===== src/design/planar_sprite_run_encoder_macros.svh =====
// Assertion macros used by the encoder back end.
`ifndef PLANAR_SPRITE_RUN_ENCODER_MACROS_SVH
`define PLANAR_SPRITE_RUN_ENCODER_MACROS_SVH

`ifndef SYNTHESIS
`define PSRE_ASSERT(name, clk, rst_n, prop) \
	name: assert property (@(posedge clk) disable iff (!rst_n) (prop)) \
		else $error("psre: check failed");
`define PSRE_ASSERT_IMP(name, clk, rst_n, ante, cons) \
	name: assert property (@(posedge clk) disable iff (!rst_n) (ante) |-> (cons)) \
		else $error("psre: check failed");
`else
`define PSRE_ASSERT(name, clk, rst_n, prop)
`define PSRE_ASSERT_IMP(name, clk, rst_n, ante, cons)
`endif

`endif


===== src/design/psre_pkg.sv =====
`timescale 1ns / 1ps
package psre_pkg;

	localparam int ADDR_BITS_DEF = 16;
	localparam int QUEUE_DEPTH   = 4;
	localparam int NUM_SLOTS     = 4;

	// Write slots produced by one pixel, in stream order.
	localparam int SLOT_RUN   = 0;  // header of the run that this pixel closes
	localparam int SLOT_PIXEL = 1;  // opaque pixel byte
	localparam int SLOT_TAIL  = 2;  // copy header closed at a row or plane end
	localparam int SLOT_END   = 3;  // end-of-plane word

	localparam int CFG_INDEX_BITS = 2;
	localparam int CFG_DATA_BITS  = 12;
	localparam logic [CFG_INDEX_BITS-1:0] REG_IMAGE_WIDTH  = 2'd0;
	localparam logic [CFG_INDEX_BITS-1:0] REG_IMAGE_HEIGHT = 2'd1;
	localparam logic [CFG_INDEX_BITS-1:0] REG_SCREEN_WIDTH = 2'd2;
	localparam logic [CFG_INDEX_BITS-1:0] REG_TRANSPARENT  = 2'd3;

	localparam logic [11:0] IMAGE_WIDTH_RST  = 12'd320;
	localparam logic [11:0] IMAGE_HEIGHT_RST = 12'd200;
	localparam logic [11:0] SCREEN_WIDTH_RST = 12'd320;
	localparam logic [7:0]  TRANSPARENT_RST  = 8'd254;

	localparam logic [15:0] TAG_END  = 16'h0000;
	localparam logic [15:0] TAG_SKIP = 16'h4000;
	localparam logic [15:0] TAG_COPY = 16'hC000;
	localparam logic [14:0] RUN_LIMIT = 15'h3FF0;
	localparam logic [14:0] COUNT_MAX = 15'h3FFF;

	typedef struct packed {
		logic [NUM_SLOTS-1:0]       slot_valid;
		logic [NUM_SLOTS-1:0][15:0] slot_data;
	} bundle_t;

endpackage


===== src/design/psre_front.sv =====
`timescale 1ns / 1ps
module psre_front #(
	parameter int ADDR_BITS = psre_pkg::ADDR_BITS_DEF
) (
	input  logic                                        clk,
	input  logic                                        arst_n,
	input  logic                                        push,
	input  logic [7:0]                                  pixel,
	input  logic                                        full,
	input  logic                                        cfg_valid,
	input  logic [psre_pkg::CFG_INDEX_BITS-1:0]         cfg_index,
	input  logic [psre_pkg::CFG_DATA_BITS-1:0]          cfg_data,
	output logic                                        enq,
	output psre_pkg::bundle_t                           bundle,
	output logic [psre_pkg::NUM_SLOTS-1:0][ADDR_BITS-1:0] slot_addr
);
	import psre_pkg::*;

	logic [11:0] image_width_q, image_height_q, screen_width_q;
	logic [7:0]  transparent_q;

	logic [1:0]           plane_q;
	logic [11:0]          row_q;
	logic [12:0]          col_q;
	logic [ADDR_BITS-1:0] ha_q, na_q;
	logic                 skip_q, rc_big_q, pstart_q;
	logic [14:0]          rc_q;

	logic [11:0] w, h;
	logic        transp, skip0, rc0_big, lim0, close1, skip1, data_v;
	logic [14:0] rc0, rc1, rc2, rc3, gap;
	logic [13:0] sat0;
	logic [13:0] j;
	logic [16:0] diff;
	logic        rowend, narrow, gap_big, planeend, tail_v, skip3, big3;
	logic [11:0] row_n;
	logic [1:0]  plane_n;
	logic [ADDR_BITS-1:0] ha1, na1, na2, ha2, na3, ha3, na4;
	logic        accept;

	assign accept = push && !full;

	always_ff @(posedge clk or negedge arst_n) begin
		if (!arst_n) begin
			image_width_q  <= IMAGE_WIDTH_RST;
			image_height_q <= IMAGE_HEIGHT_RST;
			screen_width_q <= SCREEN_WIDTH_RST;
			transparent_q  <= TRANSPARENT_RST;
		end else if (cfg_valid) begin
			unique case (cfg_index)
				REG_IMAGE_WIDTH:  image_width_q  <= cfg_data;
				REG_IMAGE_HEIGHT: image_height_q <= cfg_data;
				REG_SCREEN_WIDTH: screen_width_q <= cfg_data;
				REG_TRANSPARENT:  transparent_q  <= cfg_data[7:0];
			endcase
		end
	end

	always_comb begin
		w = (image_width_q < 12'd4) ? 12'd4 : image_width_q;
		h = (image_height_q == 12'd0) ? 12'd1 : image_height_q;
		transp = (pixel == transparent_q);

		skip0   = pstart_q ? transp : skip_q;
		rc0     = pstart_q ? 15'd0 : rc_q;
		rc0_big = pstart_q ? 1'b0 : rc_big_q;
		lim0    = rc0_big || (rc0 >= RUN_LIMIT);
		close1  = (transp != skip0) || lim0;
		sat0    = (rc0_big || rc0 > COUNT_MAX) ? COUNT_MAX[13:0] : rc0[13:0];

		skip1  = close1 ? transp : skip0;
		rc1    = close1 ? 15'd0 : rc0;
		data_v = !skip1;
		rc2    = rc1 + 15'd1;

		j       = {1'b0, col_q} + 14'd4;
		rowend  = (j >= {2'b00, w});
		narrow  = (w < screen_width_q);
		diff    = {5'b0, screen_width_q} + 17'd3 - {3'b0, j};
		gap     = diff[16:2];
		// a column past the screen edge makes the gap wrap to a huge count
		gap_big = ({1'b0, j} > ({3'b0, screen_width_q} + 15'd3));

		row_n    = row_q + 12'd1;
		planeend = rowend && (row_n >= h);
		plane_n  = plane_q + 2'd1;
		tail_v   = rowend && !skip1 && (narrow || planeend);

		skip3 = skip1;
		rc3   = rc2;
		big3  = 1'b0;
		if (rowend && narrow) begin
			if (skip1) begin
				rc3 = rc2 + gap;
			end else begin
				skip3 = 1'b1;
				rc3   = gap;
				big3  = gap_big;
			end
		end

		// address chain through the slots in stream order
		ha1 = close1 ? na_q : ha_q;
		na1 = close1 ? na_q + ADDR_BITS'(2) : na_q;
		na2 = data_v ? na1 + ADDR_BITS'(1) : na1;
		ha2 = tail_v ? na2 : ha1;
		na3 = tail_v ? na2 + ADDR_BITS'(2) : na2;
		ha3 = planeend ? na3 : ha2;
		na4 = planeend ? na3 + ADDR_BITS'(2) : na3;

		bundle.slot_valid[SLOT_RUN]   = close1;
		bundle.slot_valid[SLOT_PIXEL] = data_v;
		bundle.slot_valid[SLOT_TAIL]  = tail_v;
		bundle.slot_valid[SLOT_END]   = planeend;
		bundle.slot_data[SLOT_RUN]    = (skip0 ? TAG_SKIP : TAG_COPY) | {2'b00, sat0};
		bundle.slot_data[SLOT_PIXEL]  = {8'h00, pixel};
		bundle.slot_data[SLOT_TAIL]   = TAG_COPY | {2'b00, rc2[13:0]};
		bundle.slot_data[SLOT_END]    = TAG_END;
		slot_addr[SLOT_RUN]   = ha_q;
		slot_addr[SLOT_PIXEL] = na1;
		slot_addr[SLOT_TAIL]  = ha1;
		slot_addr[SLOT_END]   = ha2;
	end

	// drop pixels that cause no write
	assign enq = accept && (|bundle.slot_valid);

	always_ff @(posedge clk or negedge arst_n) begin
		if (!arst_n) begin
			plane_q  <= '0;
			row_q    <= '0;
			col_q    <= '0;
			ha_q     <= '0;
			na_q     <= ADDR_BITS'(2);
			skip_q   <= 1'b0;
			rc_q     <= '0;
			rc_big_q <= 1'b0;
			pstart_q <= 1'b1;
		end else if (accept) begin
			skip_q   <= skip3;
			rc_q     <= rc3;
			rc_big_q <= big3;
			pstart_q <= planeend;
			if (rowend) begin
				row_q <= planeend ? 12'd0 : row_n;
				col_q <= {11'b0, planeend ? plane_n : plane_q};
			end else begin
				col_q <= j[12:0];
			end
			if (planeend) begin
				plane_q <= plane_n;
			end
			// a new sprite restarts the stream at offset zero
			if (planeend && plane_n == 2'd0) begin
				ha_q <= '0;
				na_q <= ADDR_BITS'(2);
			end else begin
				ha_q <= ha3;
				na_q <= na4;
			end
		end
	end

endmodule


===== src/design/psre_queue.sv =====
`timescale 1ns / 1ps
module psre_queue #(
	parameter int WIDTH = 8,
	parameter int DEPTH = psre_pkg::QUEUE_DEPTH
) (
	input  logic             clk,
	input  logic             arst_n,
	input  logic             enq,
	input  logic [WIDTH-1:0] enq_data,
	input  logic             deq,
	output logic             full,
	output logic             head_valid,
	output logic [WIDTH-1:0] head_data
);
	import psre_pkg::*;

	localparam int PW = (DEPTH > 1) ? $clog2(DEPTH) : 1;
	localparam int CW = $clog2(DEPTH + 1);

	logic [WIDTH-1:0] mem_q [DEPTH];
	logic [PW-1:0]    wr_q, rd_q;
	logic [CW-1:0]    count_q;
	logic             do_enq, do_deq;

	assign full       = (count_q == CW'(DEPTH));
	assign head_valid = (count_q != '0);
	assign head_data  = mem_q[rd_q];
	assign do_enq     = enq && !full;
	assign do_deq     = deq && head_valid;

	always_ff @(posedge clk) begin
		if (do_enq) begin
			mem_q[wr_q] <= enq_data;
		end
	end

	always_ff @(posedge clk or negedge arst_n) begin
		if (!arst_n) begin
			wr_q    <= '0;
			rd_q    <= '0;
			count_q <= '0;
		end else begin
			if (do_enq) begin
				wr_q <= (wr_q == PW'(DEPTH - 1)) ? '0 : wr_q + PW'(1);
			end
			if (do_deq) begin
				rd_q <= (rd_q == PW'(DEPTH - 1)) ? '0 : rd_q + PW'(1);
			end
			if (do_enq && !do_deq) begin
				count_q <= count_q + CW'(1);
			end else if (do_deq && !do_enq) begin
				count_q <= count_q - CW'(1);
			end
		end
	end

endmodule


===== src/design/psre_back.sv =====
`timescale 1ns / 1ps
`include "planar_sprite_run_encoder_macros.svh"
module psre_back #(
	parameter int ADDR_BITS = psre_pkg::ADDR_BITS_DEF
) (
	input  logic                                          clk,
	input  logic                                          arst_n,
	input  logic                                          head_valid,
	input  psre_pkg::bundle_t                             head,
	input  logic [psre_pkg::NUM_SLOTS-1:0][ADDR_BITS-1:0] head_addr,
	output logic                                          deq,
	input  logic                                          pop,
	output logic                                          empty,
	output logic [15:0]                                   write_address,
	output logic [15:0]                                   write_data,
	output logic                                          is_word,
	output logic                                          last
);
	import psre_pkg::*;

	logic [NUM_SLOTS-1:0] done_q, remaining, pick;
	logic [1:0]           pick_idx;
	logic                 pick_last, advance;
	logic                 out_valid_q;
	logic [ADDR_BITS+15:0] addr_ext;

	assign remaining = head.slot_valid & ~done_q;
	assign pick      = remaining & (~remaining + NUM_SLOTS'(1));
	assign pick_last = ((remaining & ~pick) == '0);
	assign advance   = head_valid && (!out_valid_q || pop);
	assign deq       = advance && pick_last;

	always_comb begin
		priority if (remaining[SLOT_RUN])   pick_idx = 2'(SLOT_RUN);
		else if (remaining[SLOT_PIXEL])     pick_idx = 2'(SLOT_PIXEL);
		else if (remaining[SLOT_TAIL])      pick_idx = 2'(SLOT_TAIL);
		else                                pick_idx = 2'(SLOT_END);
	end

	assign addr_ext = {16'h0000, head_addr[pick_idx]};

	always_ff @(posedge clk or negedge arst_n) begin
		if (!arst_n) begin
			done_q      <= '0;
			out_valid_q <= 1'b0;
		end else begin
			if (advance) begin
				// clear the mask once the last slot of this pixel leaves
				done_q      <= pick_last ? '0 : (done_q | pick);
				out_valid_q <= 1'b1;
			end else if (pop) begin
				out_valid_q <= 1'b0;
			end
		end
	end

	always_ff @(posedge clk) begin
		if (advance) begin
			write_address <= addr_ext[15:0];
			write_data    <= head.slot_data[pick_idx];
			is_word       <= (pick_idx != 2'(SLOT_PIXEL));
			last          <= pick_last;
		end
	end

	assign empty = !out_valid_q;

	`PSRE_ASSERT_IMP(a_mask_idle, clk, arst_n, !head_valid, done_q == '0)
	`PSRE_ASSERT(a_mask_subset, clk, arst_n, (done_q & ~head.slot_valid) == '0 || !head_valid)
	`PSRE_ASSERT_IMP(a_slot_left, clk, arst_n, head_valid, remaining != '0)

endmodule


===== src/design/planar_sprite_run_encoder.sv =====
`timescale 1ns / 1ps
// Planar sprite run-length encoder. Pixels are pushed one per clock in plane
// order while full is low and come out as stream writes (header words and
// pixel bytes) in the order they belong in memory. The front end classifies
// one pixel per cycle while the queue is not full and turns it into zero to
// four writes; a four-entry pixel queue sits between it and the write
// serializer, which drains one write per cycle while its output is popped or
// empty. A pixel's writes leave one after another, and the queue absorbs
// bursts at run, row and plane ends. Configuration writes are always ready;
// change them only while the encoder is idle.
module planar_sprite_run_encoder #(
	parameter int ADDR_BITS = psre_pkg::ADDR_BITS_DEF
) (
	input  logic                                clk,
	input  logic                                arst_n,
	input  logic                                push,
	output logic                                full,
	input  logic [7:0]                          pixel,
	output logic                                empty,
	input  logic                                pop,
	output logic [15:0]                         write_address,
	output logic [15:0]                         write_data,
	output logic                                is_word,
	output logic                                last,
	input  logic                                cfg_valid,
	output logic                                cfg_ready,
	input  logic [psre_pkg::CFG_INDEX_BITS-1:0] cfg_index,
	input  logic [psre_pkg::CFG_DATA_BITS-1:0]  cfg_data
);
	import psre_pkg::*;

	localparam int QW = $bits(bundle_t) + NUM_SLOTS * ADDR_BITS;

	logic                                 enq, deq, head_valid;
	bundle_t                              bundle, head;
	logic [NUM_SLOTS-1:0][ADDR_BITS-1:0]  slot_addr, head_addr;
	logic [QW-1:0]                        head_data;

	assign cfg_ready = 1'b1;

	psre_front #(.ADDR_BITS(ADDR_BITS)) u_front (
		.clk       (clk),
		.arst_n    (arst_n),
		.push      (push),
		.pixel     (pixel),
		.full      (full),
		.cfg_valid (cfg_valid),
		.cfg_index (cfg_index),
		.cfg_data  (cfg_data),
		.enq       (enq),
		.bundle    (bundle),
		.slot_addr (slot_addr)
	);

	psre_queue #(.WIDTH(QW), .DEPTH(QUEUE_DEPTH)) u_queue (
		.clk        (clk),
		.arst_n     (arst_n),
		.enq        (enq),
		.enq_data   ({slot_addr, bundle}),
		.deq        (deq),
		.full       (full),
		.head_valid (head_valid),
		.head_data  (head_data)
	);

	assign {head_addr, head} = head_data;

	psre_back #(.ADDR_BITS(ADDR_BITS)) u_back (
		.clk           (clk),
		.arst_n        (arst_n),
		.head_valid    (head_valid),
		.head          (head),
		.head_addr     (head_addr),
		.deq           (deq),
		.pop           (pop),
		.empty         (empty),
		.write_address (write_address),
		.write_data    (write_data),
		.is_word       (is_word),
		.last          (last)
	);

endmodule

===== config.mk =====
export PLATFORM = sky130hd
export DESIGN_NAME = planar_sprite_run_encoder
export DESIGN_NICKNAME = d
export VERILOG_FILES = /design/src/design/psre_pkg.sv /design/src/design/psre_front.sv /design/src/design/psre_queue.sv /design/src/design/psre_back.sv /design/src/design/planar_sprite_run_encoder.sv
export VERILOG_INCLUDE_DIRS = /design/src /design/src/design
export SDC_FILE = /design/constraint.sdc
export NUM_CORES = 1
export LEC_CHECK = 0
export BUFFER_PORTS_ARGS = -buffer_cell sky130_fd_sc_hd__clkbuf_2
export CAP_MARGIN = 20
export CORE_MARGIN = 2
export CORE_UTILIZATION = 59
export CTS_CLUSTER_SIZE = 14
export DETAILED_ROUTE_END_ITERATION = 6
export HOLD_SLACK_MARGIN = 0.12
export PLACE_DENSITY = 0.76
export SETUP_SLACK_MARGIN = 0.2
export SYNTH_ARGS = -nofsm -noshare
export SYNTH_HDL_FRONTEND = slang
export SYNTH_SLANG_ARGS = --single-unit
export TNS_END_PERCENT = 1

===== constraint.sdc =====
create_clock -name clk -period 14.3 [get_ports clk]
set_input_delay 2.145 -clock clk [delete_from_list [all_inputs] [get_ports clk]]
set_output_delay 2.145 -clock clk [all_outputs]
set_load 0.02 [all_outputs]

---- Word-level counts from Yosys, hierarchy flattened ----
Memory sizes are Yosys's and may differ from the RTL's.
Index checks and enable logic that the tools add are counted.
storage, ports and cells
  flip-flop bits (word level) ............. 167
  bits in writable memories ............... 424
  bits of input ports ..................... 27
  output and inout bits ................... 37
  logic and storage cells ................. 143
  memories ................................ 1
memories
  name           words  width  rd ports  clocked after memory_dff  wr ports  line              source
  u_queue.mem_q  4      106    1         0                         1         psre_queue.sv:20  logic [WIDTH-1:0] mem_q [DEPTH];
cells by class
  $add $sub $neg .......................... 17
  magnitude comparators ................... 8
  equal/unequal tests ..................... 9
  mux-type cells .......................... 42
  bitwise operators ....................... 8
  reductions and logical operators ........ 36
operators by type and width
  operator               number
  $mux 16                12
  $bmux 16 s2            2
  $mux 15                4
  $add 16x2->16 const B  3
  $mux 12                3
  $add 12x2->13 const B  2
  $sub 17x14->17         1
  $add 16x1->16 const B  1
  $or 16x14->16          1
  $add 15x1->15 const B  1
  $add 15x15->15         1
  $ge 15x14->1 const B   1
  $gt 14x15->1           1
  $gt 15x14->1 const B   1
  $add 13x3->14 const B  1
  $ge 14x12->1           1
  $mux 14                1
  $logic_and 1x1->1      13
  $mux 13                1
  $add 12x1->12 const B  1
  $and 4x4->4            3
  $ge 12x12->1           1
  $logic_not 12->1       1
  $lt 12x12->1           1
  other kinds (26)       62

---- Depth between registers and ports, before layout ----
Gate-level depths: netlist of the first run.
  depth after elaboration ................. 15
  depth in mapped cells ................... 26
  gate-level depth less buffers ........... 24

---- By module ----
Synthesis of the first run repeated with hierarchy kept, for this count alone.
unflattened totals
  cells, all modules ...................... 2348
  area total of the unflattened synthesis .. 33106.8 um^2
by module, submodules not included
  module                     instances  cells an instance  area an instance (um^2)  sequential area each (um^2)
  psre_queue                 1          727                19452.4                  16030.4
  psre_front                 1          1363               11303.3                  3047.9
  psre_back                  1          256                2339.7                   1146.1
  planar_sprite_run_encoder  1          2                  11.3                     0.0

---- Worst setup path after synthesis of the first run ----
No wires, ideal clock.
  path kind ............................... input to register
  from .................................... input port pixel[5]
  to ...................................... register u_front.rc_q[12]
  setup time .............................. 0.099 ns
  arrival time ............................ 6.717 ns
  data required time ...................... 14.201 ns
  slack ................................... 7.484 ns
  stages .................................. 25
  buffers on the path ..................... 3
  cell sequence ........................... xnor2_1 > nand4_1 > or4_4 > buf_8 > nand2_1 > inv_2 > clkbuf_1 > clkbuf_1 > nor2_1 > ha_1 > xor2_1 > ha_1 > a21o_1 > a21oi_1 > o21bai_1 > a21oi_1 > o21bai_1 > a21oi_1 > o21bai_1 > a21oi_1 > o21bai_1 > a21oi_1 > xnor2_1 > nand2_1 > a311oi_1
RTL lines
  what                  line                             source
  from (decl)           planar_sprite_run_encoder.sv:18  input logic [7:0] pixel,
  to (signal assigned)  psre_front.sv:141                rc_q <= rc3;
  to (decl)             psre_front.sv:27                 logic [14:0] rc_q;

==> flow_metrics.env, run 1 <==
export IMPL_status="finished, violations left"
export IMPL_violations="DRC"
export IMPL_cap_violations=0
export IMPL_maxSlewHeadroom=0.2125
export IMPL_rrSetupSlack_ns=8.22
export IMPL_top_layer="met5"
export IMPL_syn_area_um2=28260
export IMPL_synthSimpleGateAreaFrac=0.09191
export IMPL_required_ns=14.83
export IMPL_final_cell_area_um2=31020
export IMPL_hpwlAfterDp_um=41400
export IMPL_cp_start_kind="input pin"
export IMPL_cts_setup_buffers=0
export IMPL_fill_cells=3376
export IMPL_port_buffers=62
export IMPL_finalNetCount=2261
export IMPL_dieArea_um2=49670
export IMPL_core_um2=47550
export IMPL_worst_pin_slew_ns=1.171
export IMPL_synth_compound_area_share=0.08655
export IMPL_tns_ns=0
export IMPL_holdCritStartpoint="u_queue.count_q[2]"
export IMPL_antennaDiodeCount=0
export IMPL_ant_nets=0
export IMPL_wl_per_cell_um=22.74
export IMPL_drtIter0Drc=1718
export IMPL_avgSynthCellArea_um2=13.48
export IMPL_reg2reg_depth=19
export IMPL_critPathArrivalTime_ns=7.75
export IMPL_finalCriticalPeriod_ns=7.216
export IMPL_syn2layout_area_growth_pct=9.767
export IMPL_setup_ws_ns=7.084
export IMPL_register_area_um2=16990
export IMPL_tritoncts="built"
export IMPL_async_reset_ff_frac=0.2266
export IMPL_fp_dieH_um=222.9
export IMPL_cts_htree_levels=2
export IMPL_io_pins=64
export IMPL_clkSlewWorstSetupHoldPaths_ns=0.06
export IMPL_power_density_nw_per_um2=231.0
export IMPL_hold_end="u_queue.count_q[2]"
export IMPL_via_per_inst=6.277
export IMPL_ys_ff_latch=587
export IMPL_r2r_end="u_front.na_q[15]"
export IMPL_drc=2
export IMPL_skew_ns=0.02979
export IMPL_dp_slack_ns=6.548
export IMPL_wirelength_um=63790
export IMPL_worstSetupEndpointType="register"
export IMPL_finalCritPeriodShare=0.5046
export IMPL_rows=80
export IMPL_cts_resized=0
export IMPL_synth_nets=2216
export IMPL_hold_path_class="register to register"
export IMPL_setup_viol=0
export IMPL_clock_latency_ns=0.63
export IMPL_cellLeakagePower_nw=11.55
export IMPL_max_vdd_ir_drop_mv=0.1397
export IMPL_min_path_cells=1
export IMPL_start_util=0.5944
export IMPL_yosys_area_top_type="edfxtp_1"
export IMPL_gp_congestion=0.9332
export IMPL_multi_input_comb_area_um2=10460
export IMPL_antenna_found_initial=2
export IMPL_synth_flop_cell="edfxtp_1"
export IMPL_dr_wl_met2_um=30090
export IMPL_drt_first_pass_iters=7
export IMPL_clock_path_buffers=3
export IMPL_holdBufCountCts=0
export IMPL_met1_length_um=27820
export IMPL_yosysTopAreaCellShare=0.4824
export IMPL_root_buffer="clkbuf_16"
export IMPL_slew_violations=0
export IMPL_grt_setup_unrepaired="no"
export IMPL_synth_top_family_by_area="multiplexers"
export IMPL_placed_area_um2=29170
export IMPL_grt_remaining_overflow=0
export IMPL_synthCells=2097
export IMPL_drive_above_1_share=0.1826
export IMPL_ys_seq_area_frac=0.6009
export IMPL_grt_first_pass_wirelength_um=99940
export IMPL_grt_usage=0.2616
export IMPL_vias=17610
export IMPL_grt_max_degree=98
export IMPL_die_w_um=222.9
export IMPL_ys_types=101
export IMPL_ys_warnings_count=0
export IMPL_numCtsBuffers=56
export IMPL_synth_xor_area_frac=0.03604
export IMPL_cts_sinks=587
export IMPL_maxClockFrequency_mhz=138.6
export IMPL_synthMuxAreaShare=0.1116
export IMPL_synth_edff_count=454
export IMPL_path_max_fanout=26
export IMPL_synth_area_leaders="edfxtp_1 (48%), dfrtp_1 (10%), mux4_2 (8.3%)"
export IMPL_met3_length_um=4286
export IMPL_crit_type="input pin to register"
export IMPL_grt_pass1_vias=17430
export IMPL_timing_rr_start="u_front.pstart_q"
export IMPL_total_power_mw=7.166
export IMPL_hold_violations=0
export IMPL_synth_adder_area_share=0.04126
==> through the flow <==
stage	util	std cells	hold WS (ns)
global placement	0.6136	2698	0.4643
CTS	0.6522	2804	0.4874
floorplan	-	2097	0.4509
finish	0.6524	2805	0.4850
detailed placement	0.6136	2698	0.4753
global route	0.6524	2805	0.4979
==> cells in the final DEF, fill, tap and decap left out, types with 72 or more instances in the layout <==
cell        n
a21oi_1    72
dfrtp_1   115
edfxtp_1  454
ha_1       90
inv_1     123
mux4_2    104
nand2_1   196
nor2_1    107
o21ai_0   133
xnor2_1    80
==> kinds of logic (layout without fill, tap and decap cells) <==
logic type / count (synthesis) / in the layout
mux: 179 / 179
fa+ha+maj: 92 / 92
flops: 587 / 587
xor+xnor: 113 / 113
simple gates: 527 / 527
compound gates: 373 / 373
other cells: 1 / 1
buf+inv: 225 / 318
==> worst max-delay path, stage by stage <==
cell,delay (ns)
clkbuf_2,0.12
xnor2_1,0.21
nand4_1,0.40
o211ai_1,0.84
nand2_1,0.18
inv_2,0.45
nor2_1,0.11
ha_1,0.23
and3_1,0.21
xnor2_1,0.12
nor3_1,0.48
ha_1,0.35
inv_1,0.09
o21bai_1,0.08
a21oi_1,0.24
o21bai_1,0.11
a21oi_1,0.23
o21bai_1,0.09
a21oi_1,0.23
o21bai_1,0.09
a21oi_1,0.22
o21ai_0,0.15
xnor2_1,0.14
o31ai_1,0.19
==> sequential cells by signal, indices dropped and copies added (netlist names), 2 cells and up <==
signal	flops
u_queue.rd_q	2
u_front.row_q	12
u_queue.wr_q	2
u_front.image_width_q	12
u_front.image_height_q	12
u_front.screen_width_q	12
u_front.ha_q	16
u_queue.mem_q	420
u_back.done_q	4
u_front.col_q	13
u_front.na_q	16
u_back.write_address	16
u_back.write_data	16
u_front.rc_q	15
u_queue.count_q	3
u_front.transparent_q	8
u_front.plane_q	2
==> worst max-delay path by stage <==
| stage | endpoint | from | depth (start not counted) |
|---|---|---|---|
| 6_report | u_front.rc_q[14] | pixel[5] | 24 |
| 4_1_cts | u_front.rc_q[12] | pixel[5] | 24 |
| 5_1_grt | u_front.rc_q[14] | pixel[5] | 24 |
| 3_5_place_dp | u_front.rc_q[12] | pixel[5] | 24 |
| 3_3_place_gp | u_front.na_q[15] | pixel[5] | 19 |
| 2_1_floorplan | u_front.rc_q[12] | pixel[5] | 25 |
==> layer usage <==
metal	vias to the layer above	GRT usage
met4	2	0.07859
met1	8895	0.3783
met2	630	0.4177
met3	101	0.03846
met5	-	0
li1	7978	-
==> final cells by class <==
type	count	area share
well taps	615	0.02481
repair buffers	85	0.01589
clock buffers	76	0.05018
flip-flops and latches	587	0.5477
inverters	127	0.01537
multi-input cells	1285	0.3370
clock inverters	30	0.009075
==> power breakdown <==
| part | switching (mW) | leakage, nW | internal, mW | total, mW |
|---|---|---|---|---|
| logic | 1.78 | 4.80 | 1.13 | 2.91 |
| clock network | 0.639 | 0.909 | 0.838 | 1.48 |
| registers | 0.257 | 5.85 | 2.52 | 2.78 |
| total | 2.68 | 11.6 | 4.49 | 7.17 |
==> synthesized netlist by cell type, types with 7 or more instances <==
cell type / number
a211o_1: 8
a211oi_1: 7
a21o_1: 17
a21oi_1: 74
a22o_1: 13
a22oi_1: 11
a31oi_1: 11
and2_1: 10
and3_1: 13
buf_1: 15
clkbuf_1: 71
dfrtp_1: 117
dfstp_2: 16
edfxtp_1: 454
ha_1: 90
inv_1: 123
mux2_2: 48
mux2i_1: 27
mux4_2: 104
nand2_1: 196
nand2b_1: 18
nand3_1: 38
nand4_1: 17
nor2_1: 108
nor2b_1: 12
nor3_1: 37
nor4_1: 17
o211ai_1: 13
o21ai_0: 133
o21bai_1: 9
o31ai_1: 14
or3_1: 10
xnor2_1: 80
xor2_1: 30
No activity file was read; power rests on OpenSTA's default activity.
==> run 2: changes to the inputs <==
--- a/config.mk
+++ b/config.mk
@@ -6,10 +6,11 @@
 export SDC_FILE = /design/constraint.sdc
 export NUM_CORES = 1
 export LEC_CHECK = 0
+export ABC_AREA = 1
 export BUFFER_PORTS_ARGS = -buffer_cell sky130_fd_sc_hd__clkbuf_2
 export CAP_MARGIN = 20
 export CORE_MARGIN = 2
-export CORE_UTILIZATION = 59
+export CORE_UTILIZATION = 57
 export CTS_CLUSTER_SIZE = 14
 export DETAILED_ROUTE_END_ITERATION = 6
 export HOLD_SLACK_MARGIN = 0.12
==> constraint.sdc (replaced) <==
create_clock -name clk -period 6.2 [get_ports clk]
set_input_delay 0.93 -clock clk [delete_from_list [all_inputs] [get_ports clk]]
set_output_delay 0.93 -clock clk [all_outputs]
set_load 0.02 [all_outputs]
==> flow_metrics.env, run 2 <==
export IMPL_slew_violations=0
export IMPL_multi_input_comb_area_um2=9945
export IMPL_ys_ff_latch=587
export IMPL_ys_types=55
export IMPL_drc=0
export IMPL_required_ns=6.69
export IMPL_yosys_top_cells_count="edfxtp_1 (454), o21ai_0 (405), nand2_1 (397)"
export IMPL_cellLeakagePower_nw=12.59
export IMPL_power_density_nw_per_um2=616.3
export IMPL_synth_adder_area_share=0.04088
export IMPL_dieArea_um2=51850
export IMPL_tritoncts="built"
export IMPL_layout_commonest_cell="edfxtp_1"
export IMPL_fp_dieH_um=227.7
export IMPL_synth_most_common_cell="edfxtp_1"
export IMPL_clockPowerShare=0.188
export IMPL_fill_cells=3761
export IMPL_wirelength_um=73020
export IMPL_ys_warnings_count=0
export IMPL_clock_path_buffers=3
export IMPL_ys_seq_area_frac=0.5953
export IMPL_finalNetCount=2976
export IMPL_rrSetupSlack_ns=0.83
export IMPL_async_reset_ff_frac=0.2266
export IMPL_wl_per_cell_um=20.46
export IMPL_maxSlewHeadroom=0.2669
export IMPL_synth_flop_cell="edfxtp_1"
export IMPL_p_sw_mw=8.614
export IMPL_synth_edff_count=454
export IMPL_cts_htree_levels=2
export IMPL_reg2reg_depth=33
export IMPL_synth_xor_area_frac=0.02255
export IMPL_r2r_end="u_front.rc_q[14]"
export IMPL_hold_path_class="input pin to asynchronous set/reset pin"
export IMPL_max_stage_delay_ns=0.66
export IMPL_cpMostUsedCell="nand2_1"
export IMPL_power_frac_seq=0.343
export IMPL_root_buffer="clkbuf_16"
export IMPL_max_vdd_ir_drop_mv=0.4149
export IMPL_skew_ns=0.02246
export IMPL_synthCells=2832
export IMPL_power_frac_comb=0.469
export IMPL_holdBufCountCts=0
export IMPL_cpMaxStageDelayCell="dfstp_2"
export IMPL_synth_top_family_by_area="simple AND/OR/NAND/NOR gates"
export IMPL_cts_setup_buffers=0
export IMPL_syn2layout_area_growth_pct=10.91
export IMPL_hpwlAfterDp_um=47090
export IMPL_layout_common_cells="edfxtp_1 (454), o21ai_0 (405), nand2_1 (396)"
export IMPL_grt_first_pass_wirelength_um=114100
export IMPL_path_max_fanout=22
export IMPL_yosys_area_top_type="edfxtp_1"
export IMPL_register_area_um2=16990
export IMPL_synth_area_leaders="edfxtp_1 (48%), dfrtp_1 (10%), o21ai_0 (7.1%)"
export IMPL_worst_pin_slew_ns=1.100
export IMPL_status="complete, no violations"
export IMPL_hold_violations=0
export IMPL_finalCritPeriodShare=0.8660
export IMPL_grt_max_degree=111
export IMPL_drtIter0Drc=2399
export IMPL_timing_rr_start="u_front.transparent_q[6]"
export IMPL_gp_congestion=0.9341
export IMPL_cp_start_kind="register"
export IMPL_whs_ns=0.3963
export IMPL_maxClockFrequency_mhz=186.2
export IMPL_via_per_inst=6.040
export IMPL_die_w_um=227.7
export IMPL_cap_violations=0
export IMPL_drt_first_pass_iters=5
export IMPL_clock_latency_ns=0.63
export IMPL_tns_ns=0
export IMPL_swShare=0.4418
export IMPL_synth_compound_area_share=0.1330
export IMPL_p_int_mw=10.89
export IMPL_worstSetupEndpointType="register"
export IMPL_start_util=0.5803
export IMPL_ant_nets=0
export IMPL_avgSynthCellArea_um2=10.07
export IMPL_io_pins=64
export IMPL_final_cell_area_um2=31640
export IMPL_grt_setup_unrepaired="no"
export IMPL_grt_usage=0.2797
export IMPL_largest_reg_flops=420
export IMPL_syn_area_um2=28520
export IMPL_regMostFlops="u_queue.mem_q"
export IMPL_critPathArrivalTime_ns=5.86
export IMPL_rows=81
export IMPL_antenna_found_initial=4
export IMPL_clkSlewWorstSetupHoldPaths_ns=0.06
export IMPL_cts_sinks=587
export IMPL_synth_nets=2951
export IMPL_cts_resized=0
export IMPL_grt_pass1_vias=20750
export IMPL_synthMuxAreaShare=0
export IMPL_placed_area_um2=29630
export IMPL_synthSimpleGateAreaFrac=0.1502
export IMPL_crit_type="register to register"
export IMPL_grt_remaining_overflow=0
export IMPL_drive_above_1_share=0.1088
export IMPL_numCtsBuffers=57
export IMPL_total_power_mw=19.50
export IMPL_core_um2=49150
export IMPL_vias=21560
export IMPL_yosysTopAreaCellShare=0.4780
export IMPL_finalCriticalPeriod_ns=5.369
export IMPL_port_buffers=62
export IMPL_setup_viol=0
## run 2: changes by cell type after synthesis, moves of 78 or more
cell / previous run / this run
inv_1: 123 / 271
mux4_2: 104 / 0
nand2_1: 196 / 397
nand3_1: 38 / 117
nor2_1: 108 / 349
o21ai_0: 133 / 405
o22ai_1: 0 / 78
## run 2: stage by stage
step                      utilization  setup slack (ns)  std cells
after global routing           0.6436            0.3590       3568
after CTS                      0.6432            0.9891       3567
after detailed placement       0.6029            0.5793       3461
after floorplan                     -            -1.357       2832
final                          0.6436            0.8308       3569
after global placement         0.6029            0.7581       3461
## run 2: worst max-delay path by stage
stage	startpoint	to	slack, ns	depth (start not counted)
after floorplan	u_front.row_q[0]	u_queue.mem_q[0][0]	-1.36	18
after global placement	pixel[6]	u_front.na_q[13]	0.76	32
after detailed placement	pixel[7]	u_front.rc_q[14]	0.58	34
after CTS	u_front.transparent_q[6]	u_front.rc_q[14]	0.99	33
after global routing	u_front.transparent_q[6]	u_front.rc_q[14]	0.36	33
final	u_front.transparent_q[6]	u_front.rc_q[14]	0.83	33
## run 2: critical path: cells and delay by family (launching register included)
family / cells / cell delay, ns
compound gates: 7 / 0.82
xor+xnor: 1 / 0.16
fa+ha+maj: 2 / 0.63
buf+inv: 4 / 0.33
flops: 1 / 0.66
simple gates: 19 / 2.62
## run 2: layout make-up
class                   instances  area share
diodes                          1  0.00007910
clock buffers                  68     0.04746
clock inverters                38     0.01515
inverters                     293     0.03492
multi-input cells            1815      0.3143
flip-flops and latches        587      0.5369
well taps                     664     0.02626
repair buffers                103     0.02488
## run 2: power by group through the flow
stage	clock network [mW]	logic, mW	registers, mW
5_1_grt	3.86	10.1	6.79
3_3_place_gp	0	8.64	6.70
2_1_floorplan	0	6.04	6.80
3_5_place_dp	0	8.92	6.74
6_report	3.67	9.14	6.69
4_1_cts	3.70	8.98	6.67
## run 2: logic make-up after synthesis
kind of cell,Yosys count
adders and majority gates,92
buffers and inverters,430
and+or+nand+nor,986
DFF,587
other,1
xor gates and xnor gates,70
AOI/OAI and AO/OA,666
## run 2: metal layers
metal  GRT usage  part of all wire
met5           0           0.00079
met4     0.07216             0.022
met3     0.04820             0.096
met2      0.4395              0.45
met1      0.4069              0.43
==> run 3: changes to the inputs <==
--- a/config.mk
+++ b/config.mk
@@ -10,7 +10,7 @@
 export BUFFER_PORTS_ARGS = -buffer_cell sky130_fd_sc_hd__clkbuf_2
 export CAP_MARGIN = 20
 export CORE_MARGIN = 2
-export CORE_UTILIZATION = 57
+export CORE_UTILIZATION = 59
 export CTS_CLUSTER_SIZE = 14
 export DETAILED_ROUTE_END_ITERATION = 6
 export HOLD_SLACK_MARGIN = 0.12
==> constraint.sdc (replaced) <==
create_clock -name clk -period 6.91 [get_ports clk]
set_input_delay 1.0365 -clock clk [delete_from_list [all_inputs] [get_ports clk]]
set_output_delay 1.0365 -clock clk [all_outputs]
set_load 0.02 [all_outputs]
==> flow_metrics.env, run 3 (synthesized netlist as in run 2, its figures left out) <==
export IMPL_power_density_nw_per_um2=553.4
export IMPL_hold_violations=0
export IMPL_worstSetupEndpointType="register"
export IMPL_cpMostUsedCell="nand2_1"
export IMPL_clock_path_buffers=3
export IMPL_skew_ns=0.01832
export IMPL_cpMaxStageDelayCell="nand2_4"
export IMPL_rows=80
export IMPL_gp_congestion=0.9107
export IMPL_utilization=0.6566
export IMPL_whs_ns=0.4581
export IMPL_placedCellCount=3402
export IMPL_cap_violations=0
export IMPL_clkSlewWorstSetupHoldPaths_ns=0.06
export IMPL_hold_path_class="input pin to asynchronous set/reset pin"
export IMPL_tritoncts="built"
export IMPL_cts_setup_buffers=0
export IMPL_hpwlAfterDp_um=45840
export IMPL_finalNetCount=2967
export IMPL_cts_htree_levels=2
export IMPL_via_per_inst=6.080
export IMPL_crit_type="register to register"
export IMPL_ant_nets=0
export IMPL_vias=21360
export IMPL_rrSetupSlack_ns=1.67
export IMPL_finalCritPeriodShare=0.7587
export IMPL_wl_per_cell_um=20.73
export IMPL_path_buf_inv=6
export IMPL_root_buffer="clkbuf_16"
export IMPL_grt_usage=0.2914
export IMPL_critPathArrivalTime_ns=5.76
export IMPL_port_buffers=62
export IMPL_setup_viol=0
export IMPL_maxSlewHeadroom=0.2291
export IMPL_required_ns=7.43
export IMPL_grt_pass1_vias=20710
export IMPL_drtIter0Drc=2434
export IMPL_cts_resized=0
export IMPL_dieArea_um2=50120
export IMPL_grt_setup_unrepaired="no"
export IMPL_regMostFlops="u_queue.mem_q"
export IMPL_worst_pin_slew_ns=1.156
export IMPL_layout_common_cells="edfxtp_1 (454), o21ai_0 (405), nand2_1 (396)"
export IMPL_syn2layout_area_growth_pct=9.914
export IMPL_max_vdd_ir_drop_mv=0.3151
export IMPL_grt_remaining_overflow=0
export IMPL_core_um2=47750
export IMPL_numCtsBuffers=59
export IMPL_critPathTopFamily="simple AND/OR/NAND/NOR gates"
export IMPL_holdBufCountCts=0
export IMPL_final_cell_area_um2=31350
export IMPL_fp_dieH_um=223.9
export IMPL_max_stage_delay_ns=0.42
export IMPL_slew_violations=0
export IMPL_cp_start_kind="register"
export IMPL_clock_latency_ns=0.64
export IMPL_io_pins=64
export IMPL_grt_first_pass_wirelength_um=113400
export IMPL_status="complete, no violations"
export IMPL_layout_commonest_cell="edfxtp_1"
export IMPL_finalCriticalPeriod_ns=5.243
export IMPL_drive_above_1_share=0.1066
export IMPL_start_util=0.5974
export IMPL_cts_sinks=587
export IMPL_final_cells=3514
export IMPL_cellLeakagePower_nw=12.47
export IMPL_maxClockFrequency_mhz=190.7
export IMPL_drc=0
export IMPL_path_max_fanout=31
export IMPL_tns_ns=0
export IMPL_drt_first_pass_iters=6
export IMPL_grt_max_degree=106
export IMPL_largest_reg_flops=420
export IMPL_die_w_um=223.9
export IMPL_antenna_found_initial=2
export IMPL_wirelength_um=72850
export IMPL_placed_area_um2=29430
-- run 3: cell types whose count changed in the layout (fill, tap and decap cells not counted), moves of 2 or more --
cell,change
buf_12,-6
clkbuf_1,+4
inv_6,+4
buf_4,-5
bufinv_16,-8
clkinv_2,+3
clkbuf_16,+5
clkinvlp_4,+3
clkinv_1,-2
-- run 3: worst reg2reg max path, delay by kind of cell, from the launching register on --
kind,cells,cell delay [ns]
AO/OA/AOI/OAI,4,0.59
adder cells (fa/ha/maj),2,0.45
AND/OR/NAND/NOR,23,2.98
flip-flops,1,0.39
buffers and inverters,6,0.76
-- run 3: final timing paths --
path | from | end | depth (start not counted)
worst max-delay path | u_front.col_q[2] | u_front.na_q[13] | 35
worst min-delay path | arst_n | u_front.row_q[10] | 1
worst max register to register | u_front.col_q[2] | u_front.na_q[13] | 35
worst min register to register | u_front.rc_q[1] | u_front.rc_q[1] | 2
max in group asynchronous | arst_n | u_front.ha_q[12] | 2
min in group clk | u_front.rc_q[1] | u_front.rc_q[1] | 2
-- run 3: stage by stage --
step	total power, mW	worst slack, ns
5_1_grt	18.41	1.175
2_1_floorplan	11.52	-0.6466
6_report	17.35	1.667
3_3_place_gp	13.72	1.525
4_1_cts	17.24	1.717
3_5_place_dp	14.07	1.285
-- run 3: power breakdown --
group / leakage, nW / switching, mW / internal [mW] / total (mW)
combinational: 5.65 / 5.92 / 2.25 / 8.17
clock: 0.931 / 1.39 / 1.75 / 3.14
sequential: 5.90 / 0.498 / 5.54 / 6.04
-- run 3: final cells by class --
type / count / area [µm²]
Fill cell: 3545 / 16390
Tap cell: 615 / 769.5
Sequential cell: 587 / 16990
Timing Repair Buffer: 92 / 629.4
Antenna cell: 1 / 2.502
Multi-Input combinational cell: 1815 / 9945
Clock buffer: 75 / 1620
Clock inverter: 36 / 294.0
Inverter: 293 / 1105
-- run 3: layer usage --
layer	vias up	global-route usage	wire, µm
li1	9867	-	-
met1	10370	0.4193	31130
met2	993	0.4617	33570
met3	135	0.04656	6446
met4	2	0.08602	1700
met5	-	0	13
